$ cat src/rtl/otl_pkg.sv
// Shared types, constants and the tangent-to-angle table builder for the atan2 unit.
package otl_pkg;

   localparam int COORD_BITS = 32;
   localparam int TABLE_HALF = 512;
   localparam int HALF_SHIFT = $clog2(TABLE_HALF);
   localparam int ROM_SIZE   = 2 * TABLE_HALF + 1;
   localparam int IDX_W      = $clog2(ROM_SIZE);
   localparam int DIV_W      = COORD_BITS - HALF_SHIFT + 1;
   localparam int MARK_COUNT = 128;
   localparam int ANGLE_W    = 16;
   // prep stage, one stage per cell, index stage, table read, base add
   localparam int LATENCY    = COORD_BITS + 4;

   localparam logic [1:0] QUAD_EAST  = 2'd0;
   localparam logic [1:0] QUAD_NORTH = 2'd1;
   localparam logic [1:0] QUAD_WEST  = 2'd2;
   localparam logic [1:0] QUAD_SOUTH = 2'd3;

   localparam logic [63:0] PI_Q62  = 64'hC90FDAA22168C234;
   localparam logic [63:0] ONE_Q62 = 64'h4000000000000000;

   typedef struct packed {
      logic signed [COORD_BITS-1:0] coord_x;
      logic signed [COORD_BITS-1:0] coord_y;
   } req_type;

   typedef struct packed {
      logic [ANGLE_W-1:0] angle;
      logic               divide_by_zero;
      logic               index_clamped;
   } rsp_type;

   typedef struct packed {
      logic [1:0] quad;
      logic       neg;
      logic       zero;
   } meta_type;

   typedef struct packed {
      logic                  valid;
      meta_type              meta;
      logic [DIV_W-1:0]      rem;
      logic [DIV_W-1:0]      divisor;
      logic [COORD_BITS-1:0] dividend;
      logic [COORD_BITS-1:0] quot;
   } cell_type;

   typedef logic [ANGLE_W-1:0] rom_type [ROM_SIZE];

   function automatic logic [63:0] mul_q62(logic [63:0] a, logic [63:0] b);
      logic [127:0] p;
      p = {64'd0, a} * {64'd0, b};
      return p[125:62];
   endfunction

   // shift-subtract quotient for table generation; divisor stays below 2^63
   function automatic logic [63:0] udiv64(logic [63:0] a, logic [63:0] b);
      logic [63:0] q, r;
      q = '0;
      r = '0;
      for (int i = 63; i >= 0; i--) begin
         r = {r[62:0], a[i]};
         if (r >= b) begin
            r    = r - b;
            q[i] = 1'b1;
         end
      end
      return q;
   endfunction

   // floor(TABLE_HALF * tan(i*pi/512)), limited to TABLE_HALF
   function automatic logic [63:0] scaled_tan(int i);
      logic [63:0] th, th2, t, s, c, n, dv;
      if (i == 0) return 64'd0;
      if (i >= MARK_COUNT) return 64'(TABLE_HALF);
      th  = (PI_Q62 >> 9) * 64'(i);
      th2 = mul_q62(th, th);
      t = th;
      s = th;
      for (int k = 1; k <= 14; k++) begin
         dv = 64'((2 * k) * (2 * k + 1));
         t = udiv64(mul_q62(t, th2), dv);
         if (k % 2 == 1) s = s - t; else s = s + t;
      end
      t = ONE_Q62;
      c = ONE_Q62;
      for (int k = 1; k <= 14; k++) begin
         dv = 64'((2 * k - 1) * (2 * k));
         t = udiv64(mul_q62(t, th2), dv);
         if (k % 2 == 1) c = c - t; else c = c + t;
      end
      c = c >> 12;
      if (c == 64'd0) return 64'(TABLE_HALF);
      n = udiv64(64'(TABLE_HALF) * (s >> 12), c);
      return (n > 64'(TABLE_HALF)) ? 64'(TABLE_HALF) : n;
   endfunction

   function automatic rom_type build_rom();
      rom_type     rom;
      logic        marked [ROM_SIZE];
      int          first, last, step, p, rise;
      logic [63:0] mag;
      for (int v = 0; v < ROM_SIZE; v++) begin
         rom[v]    = '0;
         marked[v] = 1'b0;
      end
      rom[2*TABLE_HALF]    = 16'd8192;
      marked[2*TABLE_HALF] = 1'b1;
      for (int i = 0; i <= MARK_COUNT; i++) begin
         p = TABLE_HALF + int'(scaled_tan(i));
         rom[p]    = 16'(i << 6);
         marked[p] = 1'b1;
      end
      first = TABLE_HALF;
      while (first < 2 * TABLE_HALF) begin
         last = first + 1;
         while (last < 2 * TABLE_HALF && !marked[last]) last++;
         // step truncates toward zero
         rise = int'(rom[last]) - int'(rom[first]);
         mag  = udiv64(64'((rise < 0) ? -rise : rise), 64'(last - first));
         step = (rise < 0) ? -int'(mag) : int'(mag);
         for (int v = first + 1; v < last; v++) rom[v] = 16'(int'(rom[v-1]) + step);
         first = last;
      end
      rom[0]            = 16'd57343;
      rom[2*TABLE_HALF] = 16'd8192;
      for (int v = 0; v < TABLE_HALF; v++) rom[v] = 16'hFFFF - rom[2*TABLE_HALF - v];
      return rom;
   endfunction

endpackage

$ cat src/rtl/otl_div_cell.sv
// One restoring-division cell: produces one quotient bit and passes the item on.
module otl_div_cell
   import otl_pkg::*;
(
   input  logic     clock,
   input  logic     reset,
   input  cell_type prev,
   output cell_type next
);

   logic [DIV_W:0] trial, diff;
   logic           fits;
   cell_type       next_ff, next_in;

   always_comb begin
      trial = {prev.rem, prev.dividend[COORD_BITS-1]};
      diff  = trial - {1'b0, prev.divisor};
      fits  = (trial >= {1'b0, prev.divisor});
      next_in          = prev;
      next_in.rem      = fits ? diff[DIV_W-1:0] : trial[DIV_W-1:0];
      next_in.dividend = {prev.dividend[COORD_BITS-2:0], 1'b0};
      next_in.quot     = {prev.quot[COORD_BITS-2:0], fits};
   end

   always_ff @(posedge clock) begin
      if (reset) begin
         next_ff.valid <= 1'b0;
      end else begin
         next_ff.valid <= next_in.valid;
      end
      next_ff.meta     <= next_in.meta;
      next_ff.rem      <= next_in.rem;
      next_ff.divisor  <= next_in.divisor;
      next_ff.dividend <= next_in.dividend;
      next_ff.quot     <= next_in.quot;
   end

   assign next = next_ff;

endmodule

$ cat config.mk
export PLATFORM = sky130hd
export DESIGN_NAME = otl_div_cell
export DESIGN_NICKNAME = d
export VERILOG_FILES = /design/src/rtl/otl_pkg.sv /design/src/rtl/otl_div_cell.sv
export SDC_FILE = /design/constraint.sdc
export NUM_CORES = 1
export LEC_CHECK = 0
export CAP_MARGIN = 20
export CORE_MARGIN = 4
export CORE_UTILIZATION = 50
export CTS_BUF_LIST = sky130_fd_sc_hd__clkbuf_8 sky130_fd_sc_hd__clkbuf_16
export DETAILED_ROUTE_END_ITERATION = 8
export DONT_BUFFER_PORTS = 1
export MAX_ROUTING_LAYER = met4
export PLACE_DENSITY = 0.64
export SETUP_SLACK_MARGIN = 0.5
export SLEW_MARGIN = 20
export SYNTH_ARGS = -nofsm -noshare
export SYNTH_HDL_FRONTEND = slang
export SYNTH_SLANG_ARGS = --single-unit
$ cat constraint.sdc
create_clock -name clock -period 3.6 [get_ports clock]
set_input_delay 0.72 -clock clock [delete_from_list [all_inputs] [get_ports clock]]
set_output_delay 0.72 -clock clock [all_outputs]
set_load 0.02 [all_outputs]
==> flow_summary.yaml <==
setup_path:
  cp.required_ps: 3980
  cp_num_buf_inv: 2
  critPathSlowestCell: "o311ai_4"
  crit_top_cell: "o311ai_4"
  arrival_ps: 3070
  cp_top_family: "compound AO/OA/AOI/OAI gates"
  crit_fanout: 9
  critPathCaptureType: "register"
  critical_path.startpoint_type: "input pin"
  critical_path_class: "input pin to register"
  cpPeakStageDelay_ps: 440
  path_cells: "inv_1 > ha_1 > nor2_1 > a211oi_2 > nor2_2 > o311ai_4 > nand2_2 > o311ai_4 > buf_4 > mux2_1"
floorplan:
  dieWidth_um: 98.8
  start_util_pct: 52.3
  fp-row-count: 32
  io-pin-count: 236
  die_h_um: 98.8
  core_area_um2: 7890
  dieArea_um2: 9760
synthesis:
  syn-num-nets: 507
  ys_seq_area_share_pct: 56.3
  synth_area_um2: 4120
  ys.flop_type: "dfxtp_1"
  ys_types: 49
  synth_warnings: 0
  synthesis.instances: 363
  syn_area_per_cell_um2: 11.4
  synth_edf_count: 0
  synthArstFlopShare_pct: 0
  synth_seq_cells: 116
min_path:
  hold_path.startpoint: "prev[29]"
  hp-class: "input pin to register"
  hold_path_end: "next[30]"
  hold_depth: 0
clocking:
  root_buffer: "clkbuf_8"
  clockBufferDepth: 2
  clk_pin_slew_ps: 60
  cts_tree: "built"
  cts_buffers: 17
  cts.sinks: 116
  postCtsSetupBuffers: 0
  h-tree-depth: 4
  postCtsHoldBufs: 0
  cts_resized: 0
timing:
  period_share_pct: 74.9
  fin_crit_ps: 2700
  hold_violations: 0
  tns_ps: 0
  worst-slew-pin-transition_ps: 482
  grt_setup_unrepaired: "no"
  max_slew_margin_pct: 67.5
  drv_slew: 0
  fmax_mhz: 371
  layout_setup_ws_ps: 905
  setup_viol: 0
finish:
  largest_reg_flops: 116
  layout.nets: 521
  antenna_cells: 0
  syn_to_final_growth_pct: 16.9
  drive_gt1_share_pct: 12.1
  layout.cells.most_common_list: "dfxtp_1, inv_1, ha_1"
  final_common_cell: "dfxtp_1"
global_route:
  track_usage_pct: 19.5
  grt_antenna_before_repair: 0
  grt_pass1_vias: 2771
  gr-total-overflow: 0
  grt_first_pass_wirelength_mm: 14.4
  grt_max_degree: 17
run_status:
  outcome: "finished, final reports clean"
routing:
  drt-total-wl_mm: 9.25
  ant_nets: 0
  wl_per_cell_um: 18.8
  dr.pass1.iters: 4
  vias_per_cell: 5.43
  drtIter0Drc: 114
  drc: 0
  vias: 2665
placement:
  dp_hpwl_mm: 7.34
  dpl_worst_slack_ps: 389
  io_buffers: 0
  gp_congestion: 0.859
power:
  power_leakage_nw: 2.19
  powerDensity_nw_per_um2: 744
  ir_drop_v: 0.000512
job:
  max_cap_viol_count: 0
[stage by stage]
stage | instance area [um2] | total power [W] | cells | util (%) | hold slack [ps]
2_1_floorplan | 4120 | 0.00189 | 363 | - | 748
3_3_place_gp | 4230 | 0.00197 | 460 | 53.6 | 748
3_5_place_dp | 4230 | 0.00197 | 460 | 53.6 | 748
4_1_cts | 4820 | 0.00363 | 491 | 61.1 | 214
5_1_grt | 4820 | 0.00375 | 491 | 61.1 | 197
6_report | 4820 | 0.00359 | 491 | 61.1 | 238
[synthesized netlist by cell type (8+ instances only)]
master   instances  area, um2
a21oi_1         15       75.1
a21o_1          11       82.6
nor2_1          15       56.3
nand2_1         16       60.1
ha_1            24        300
o21ai_0          8       40.0
inv_1           32        120
mux2_1          14        158
xnor2_1         14        123
dfxtp_1        116       2320
[where the power goes]
part           internal, W  switching (W)  total, W  leakage [nW]
registers          0.00140       0.000191   0.00159         0.979
clock network      0.00106       0.000589   0.00165         0.289
logic             0.000160       0.000188  0.000348         0.921
total              0.00262       0.000968   0.00359          2.19
[cell type report]
type | count | area (um2)
well taps | 102 | 128
clock buffers | 17 | 414
multi-input cells | 206 | 1630
fillers | 648 | 3070
inverters | 32 | 120
clock inverters | 14 | 178
repair buffers | 4 | 30.0
flip-flops and latches | 116 | 2320
[how the worst max path moves through the flow]
| stage | startpoint | endpoint | slack [ps] | depth (start not counted) |
|---|---|---|---|---|
| after floorplan | prev[66] | next[106] | 670 | 10 |
| after detailed placement | prev[66] | next[101] | 390 | 10 |
| after CTS | prev[66] | next[101] | 900 | 10 |
| final | prev[66] | next[102] | 900 | 10 |
| after global placement | prev[66] | next[102] | 390 | 10 |
| after global routing | prev[68] | next[101] | 770 | 10 |
[per-layer routing]
layer  wire length (um)  GRT usage [%]
met5                  0              -
met2               4570           30.9
met1               3530           20.8
met4                 73           6.83
met3               1080           10.4
[kinds of logic after synthesis]
logic type                 share of synthesized area [%]
AOI/OAI and AO/OA                                   13.7
muxes                                               6.65
xor gates and xnor gates                            3.82
other                                             0.0910
DFF                                                 56.3
adders and majority gates                           7.77
and+or+nand+nor                                     7.47
buffers and inverters                               4.19
No activity file was read; power rests on OpenSTA's default activity.
