**src/rtl/otl_pkg.sv**
```systemverilog
// Shared types, constants and the tangent-to-angle table builder for the atan2 unit.
package otl_pkg;

   localparam int COORD_BITS = 32;
   localparam int TABLE_HALF = 512;
   localparam int HALF_SHIFT = $clog2(TABLE_HALF);
   localparam int ROM_SIZE   = 2 * TABLE_HALF + 1;
   localparam int IDX_W      = $clog2(ROM_SIZE);
   localparam int DIV_W      = COORD_BITS - HALF_SHIFT + 1;
   localparam int MARK_COUNT = 128;
   localparam int ANGLE_W    = 16;
   // prep stage, one stage per cell, index stage, table read, base add
   localparam int LATENCY    = COORD_BITS + 4;

   localparam logic [1:0] QUAD_EAST  = 2'd0;
   localparam logic [1:0] QUAD_NORTH = 2'd1;
   localparam logic [1:0] QUAD_WEST  = 2'd2;
   localparam logic [1:0] QUAD_SOUTH = 2'd3;

   localparam logic [63:0] PI_Q62  = 64'hC90FDAA22168C234;
   localparam logic [63:0] ONE_Q62 = 64'h4000000000000000;

   typedef struct packed {
      logic signed [COORD_BITS-1:0] coord_x;
      logic signed [COORD_BITS-1:0] coord_y;
   } req_type;

   typedef struct packed {
      logic [ANGLE_W-1:0] angle;
      logic               divide_by_zero;
      logic               index_clamped;
   } rsp_type;

   typedef struct packed {
      logic [1:0] quad;
      logic       neg;
      logic       zero;
   } meta_type;

   typedef struct packed {
      logic                  valid;
      meta_type              meta;
      logic [DIV_W-1:0]      rem;
      logic [DIV_W-1:0]      divisor;
      logic [COORD_BITS-1:0] dividend;
      logic [COORD_BITS-1:0] quot;
   } cell_type;

   typedef logic [ANGLE_W-1:0] rom_type [ROM_SIZE];

   function automatic logic [63:0] mul_q62(logic [63:0] a, logic [63:0] b);
      logic [127:0] p;
      p = {64'd0, a} * {64'd0, b};
      return p[125:62];
   endfunction

   // shift-subtract quotient for table generation; divisor stays below 2^63
   function automatic logic [63:0] udiv64(logic [63:0] a, logic [63:0] b);
      logic [63:0] q, r;
      q = '0;
      r = '0;
      for (int i = 63; i >= 0; i--) begin
         r = {r[62:0], a[i]};
         if (r >= b) begin
            r    = r - b;
            q[i] = 1'b1;
         end
      end
      return q;
   endfunction

   // floor(TABLE_HALF * tan(i*pi/512)), limited to TABLE_HALF
   function automatic logic [63:0] scaled_tan(int i);
      logic [63:0] th, th2, t, s, c, n, dv;
      if (i == 0) return 64'd0;
      if (i >= MARK_COUNT) return 64'(TABLE_HALF);
      th  = (PI_Q62 >> 9) * 64'(i);
      th2 = mul_q62(th, th);
      t = th;
      s = th;
      for (int k = 1; k <= 14; k++) begin
         dv = 64'((2 * k) * (2 * k + 1));
         t = udiv64(mul_q62(t, th2), dv);
         if (k % 2 == 1) s = s - t; else s = s + t;
      end
      t = ONE_Q62;
      c = ONE_Q62;
      for (int k = 1; k <= 14; k++) begin
         dv = 64'((2 * k - 1) * (2 * k));
         t = udiv64(mul_q62(t, th2), dv);
         if (k % 2 == 1) c = c - t; else c = c + t;
      end
      c = c >> 12;
      if (c == 64'd0) return 64'(TABLE_HALF);
      n = udiv64(64'(TABLE_HALF) * (s >> 12), c);
      return (n > 64'(TABLE_HALF)) ? 64'(TABLE_HALF) : n;
   endfunction

   function automatic rom_type build_rom();
      rom_type     rom;
      logic        marked [ROM_SIZE];
      int          first, last, step, p, rise;
      logic [63:0] mag;
      for (int v = 0; v < ROM_SIZE; v++) begin
         rom[v]    = '0;
         marked[v] = 1'b0;
      end
      rom[2*TABLE_HALF]    = 16'd8192;
      marked[2*TABLE_HALF] = 1'b1;
      for (int i = 0; i <= MARK_COUNT; i++) begin
         p = TABLE_HALF + int'(scaled_tan(i));
         rom[p]    = 16'(i << 6);
         marked[p] = 1'b1;
      end
      first = TABLE_HALF;
      while (first < 2 * TABLE_HALF) begin
         last = first + 1;
         while (last < 2 * TABLE_HALF && !marked[last]) last++;
         // step truncates toward zero
         rise = int'(rom[last]) - int'(rom[first]);
         mag  = udiv64(64'((rise < 0) ? -rise : rise), 64'(last - first));
         step = (rise < 0) ? -int'(mag) : int'(mag);
         for (int v = first + 1; v < last; v++) rom[v] = 16'(int'(rom[v-1]) + step);
         first = last;
      end
      rom[0]            = 16'd57343;
      rom[2*TABLE_HALF] = 16'd8192;
      for (int v = 0; v < TABLE_HALF; v++) rom[v] = 16'hFFFF - rom[2*TABLE_HALF - v];
      return rom;
   endfunction

endpackage

```
**src/rtl/otl_prep.sv**
```systemverilog
// Sector selection, numerator magnitude and scaled divisor; feeds the divider chain.
module otl_prep
   import otl_pkg::*;
(
   input  logic     clock,
   input  logic     reset,
   input  logic     take,
   input  req_type  req,
   output cell_type head
);

   logic signed [COORD_BITS:0] x, y, nx, ny, num, major;
   logic [COORD_BITS:0]        num_mag, maj_mag, maj_up;
   logic [1:0]                 quad;
   logic [DIV_W-1:0]           dm;
   cell_type                   head_ff, head_in;

   always_comb begin
      x  = {req.coord_x[COORD_BITS-1], req.coord_x};
      y  = {req.coord_y[COORD_BITS-1], req.coord_y};
      nx = -x;
      ny = -y;
      if (x > y) begin
         if (x > ny) begin
            quad = QUAD_EAST;  num = y;  major = x;
         end else begin
            quad = QUAD_SOUTH; num = nx; major = y;
         end
      end else begin
         if (nx > y) begin
            quad = QUAD_WEST;  num = y;  major = x;
         end else begin
            quad = QUAD_NORTH; num = nx; major = y;
         end
      end
      num_mag = num[COORD_BITS] ? (COORD_BITS+1)'(-num) : num;
      maj_mag = major[COORD_BITS] ? (COORD_BITS+1)'(-major) : major;
      // negative major rounds toward minus infinity, i.e. its magnitude rounds up
      maj_up  = maj_mag + (COORD_BITS+1)'(TABLE_HALF - 1);
      dm = major[COORD_BITS] ? DIV_W'(maj_up >> HALF_SHIFT) : DIV_W'(maj_mag >> HALF_SHIFT);

      head_in.valid     = take;
      head_in.meta.quad = quad;
      head_in.meta.neg  = num[COORD_BITS] ^ major[COORD_BITS];
      head_in.meta.zero = (dm == '0);
      head_in.rem       = '0;
      head_in.divisor   = dm;
      head_in.dividend  = num_mag[COORD_BITS-1:0];
      head_in.quot      = '0;
   end

   always_ff @(posedge clock) begin
      if (reset) begin
         head_ff.valid <= 1'b0;
      end else begin
         head_ff.valid <= head_in.valid;
      end
      head_ff.meta     <= head_in.meta;
      head_ff.rem      <= head_in.rem;
      head_ff.divisor  <= head_in.divisor;
      head_ff.dividend <= head_in.dividend;
      head_ff.quot     <= head_in.quot;
   end

   assign head = head_ff;

endmodule

```
**config.mk**
```make
export PLATFORM = sky130hd
export DESIGN_NAME = otl_prep
export DESIGN_NICKNAME = d
export VERILOG_FILES = /design/src/rtl/otl_pkg.sv /design/src/rtl/otl_prep.sv
export SDC_FILE = /design/constraint.sdc
export NUM_CORES = 1
export LEC_CHECK = 0
export ABC_AREA = 1
export CAP_MARGIN = 15
export CORE_ASPECT_RATIO = 1.1
export CORE_UTILIZATION = 25
export CTS_CLUSTER_DIAMETER = 60
export CTS_CLUSTER_SIZE = 30
export DETAILED_ROUTE_END_ITERATION = 8
export DONT_BUFFER_PORTS = 1
export GPL_ROUTABILITY_DRIVEN = 0
export GPL_TIMING_DRIVEN = 0
export REMOVE_ABC_BUFFERS = 1
export SLEW_MARGIN = 10
export SYNTH_ARGS = -nofsm -noshare
export SYNTH_HDL_FRONTEND = slang
export SYNTH_SLANG_ARGS = --single-unit
```
**constraint.sdc**
```tcl
create_clock -name clock -period 6.7 [get_ports clock]
set_input_delay 0.67 -clock clock [delete_from_list [all_inputs] [get_ports clock]]
set_output_delay 0.67 -clock clock [all_outputs]
set_load 0.01 [all_outputs]
```
==> run_results.csv <==
group,metric,value,unit
grt,grt_pass1_vias,10600,
floorplan,core,39300,µm²
logic_synthesis,synth-warning-count,0,
timing,rsz0062_at_grt,"true",
finish,num-nets-final,1967,
outcome,outcome,"complete, but fails checks",
logic_synthesis,syn_area,10000,µm²
grt,overflow,0,
power_and_ir_drop,leakagePower,6.44,nW
clocking,clkSlewWorstSetupHoldPaths,0.05,ns
setup_path,crit_path_start_kind,"input port",
route,viasPerCell,4.79,
setup_path,worstPathArrival,7.29,ns
placement,preCtsSetupSlack,-2.56,ns
route,first_iter_violations,689,
timing,finalSetupViolations,31,
timing,tightest_slew,0.873,ns
finish,layout_common_cells,"nand2_1 (459), inv_1 (170), nor2_1 (119), nand3_1 (95)",
grt,grt_max_degree,53,
route,firstDrtPassIters,9,
timing,hold_ws,0.361,ns
grt,antenna_found_initial,0,
timing,worst_slack,-0.352,ns
floorplan,fp.dieH,212,µm
hold_path,min_to,"head[116]$_SDFF_PP0_",
floorplan,io_pins,184,
finish,drive_gt1_frac,0.288,
power_and_ir_drop,cellPowerDensity,247,nW/µm²
setup_path,cp_max_fo,7,
timing,slew_viol_final,0,
route,wirelength,36.5,mm
clocking,clock_sinks,61,
timing,period_share,1.05,
timing,period_needed,7.05,ns
setup_path,crit_top_cell,"nand2_2",
floorplan,start_util,0.255,
clocking,ctsRootBufferMaster,"clkbuf_16",
timing,max_freq,0.142,GHz
route,postRouteAntennaNets,0,
finish,layout_commonest_cell,"nand2_1",
logic_synthesis,synth_cell_types,43,
outcome,violations,"design-rule violations, negative setup slack",
setup_path,cp_slowest_cell,"nor4_4",
finish,final_core_util,0.337,
floorplan,rows,76,
logic_synthesis,ys_seq_area_frac,0.122,
hold_path,hold_depth,1,
logic_synthesis,syn-instance-count,1695,
floorplan,dieWidth,193,µm
clocking,numCtsBuffers,9,
flow_run,drv_cap,0,
hold_path,worstHoldStart,"reset",
timing,max-slew-margin-rel,0.418,
setup_path,critPathKind,"in2reg",
route,num_vias,11100,
placement,dpl.hpwl,26.4,mm
clocking,clock_path_buffers,2,
timing,finalHoldViolCount,0,
finish,largest_reg_flops,61,
setup_path,worstSetupEndpointType,"flop",
grt,grt_first_pass_wirelength,55.7,mm
finish,nFillCells,4098,
grt,track_usage,0.176,
floorplan,die_area,40800,µm²
route,wl_per_cell,15.8,µm
hold_path,min_path_type,"in2reg",
finish,syn_to_final_growth,32.2,%
setup_path,critical_path.max_stage_delay,0.35,ns
clocking,htree_levels,3,
setup_path,cp.required,6.94,ns
clocking,cts_tree,"built",
placement,port_buffers,0,
logic_synthesis,syn_area_per_cell,5.90,µm²
logic_synthesis,synth-seq-cells,61,
power_and_ir_drop,vdd_ir_drop_max,0.000128,V
route,drc_errors,24,
synth_stat cells, drive strengths merged:
cell type	instances	area share
o21ai	56	0.029
nor3b	1	0.0013
conb	1	0.00037
o22ai	1	0.00063
a21boi	2	0.0015
nand3	139	0.076
o21a	2	0.0015
or3b	1	0.00088
ha	100	0.13
clkbuf	2	0.00075
xor2	63	0.055
nand4	31	0.019
nor4	6	0.0056
nor3	25	0.016
dfxtp	61	0.12
a21o	4	0.0030
a21oi	80	0.045
a31oi	2	0.0019
inv	207	0.078
nor2	206	0.092
or2	2	0.0013
nand2	589	0.23
xnor2	19	0.017
nand3b	4	0.0030
buf	87	0.067
o21bai	4	0.0030
per-layer routing:
layer | global-route usage | share of wire | vias up
met5 | 0 | 0 | -
met4 | 0.0961 | 0.047 | 0
met3 | 0.0577 | 0.082 | 81
met2 | 0.303 | 0.49 | 367
met1 | 0.189 | 0.38 | 5126
li1 | - | - | 5495
where the power goes:
group	switching, mW	internal [mW]	leakage [nW]
Clock	0.185	0.254	0.134
Sequential	0.146	0.525	0.514
Combinational	1.36	0.787	5.79
Total	1.70	1.57	6.44
worst max-delay path by stage:
stage / end / from / depth (start not counted) / slack (ns)
6_report: head[59]$_DFF_P_ / req[1] / 46 / -0.35
3_3_place_gp: head[62]$_DFF_P_ / req[1] / 38 / -3.69
5_1_grt: head[112]$_DFF_P_ / req[1] / 52 / -0.76
4_1_cts: head[60]$_DFF_P_ / req[0] / 41 / -0.23
3_5_place_dp: head[62]$_DFF_P_ / req[1] / 38 / -2.56
2_1_floorplan: head[62]$_DFF_P_ / req[1] / 38 / -0.86
area by class of cell:
type / count / area [µm²] / share of cell area
clock buffer: 10 / 239 / 0.0181
multi-input combinational: 1401 / 9180 / 0.694
antenna: 1 / 2.50 / 0.000189
timing repair buffer: 120 / 1090 / 0.0825
clock inverter: 5 / 27.5 / 0.00208
sequential: 61 / 1220 / 0.0924
tap: 507 / 634 / 0.0480
inverter: 207 / 828 / 0.0627
cells by family after synthesis:
group                      synth area share
AOI/OAI and AO/OA                    0.0852
and+or+nand+nor                       0.450
other                              0.000375
buffers and inverters                 0.146
xor gates and xnor gates             0.0718
adders and majority gates             0.125
DFF                                   0.122
critical path: cells and delay by family:
family | cells | cell delay, ns
simple gates | 34 | 4.69
compound gates | 4 | 0.72
buf+inv | 5 | 0.51
fa+ha+maj | 1 | 0.32
xor+xnor | 2 | 0.31
metrics by stage:
step / TNS, ns / area [µm²] / power [mW] / std cells
6_report: -5.57 / 13200 / 3.26 / 2312
5_1_grt: -20.83 / 13200 / 3.52 / 2311
4_1_cts: -1.78 / 12100 / 2.98 / 2262
3_5_place_dp: -108.61 / 10200 / 2.10 / 2171
3_3_place_gp: -140.49 / 10200 / 2.07 / 2169
2_1_floorplan: -12.76 / 9530 / 1.74 / 1662
timing repair:
| action | 4_1_cts | 5_1_grt |
|---|---|---|
| gates resized for setup | 241 | 177 |
| setup buffers | 70 | 47 |
| pin swaps | 89 | 81 |
| setup endpoints to repair | 58 | 52 |
| gates cloned | 8 | 3 |
| hold buffers | 0 | 0 |
(Power assumes the default switching activity.)
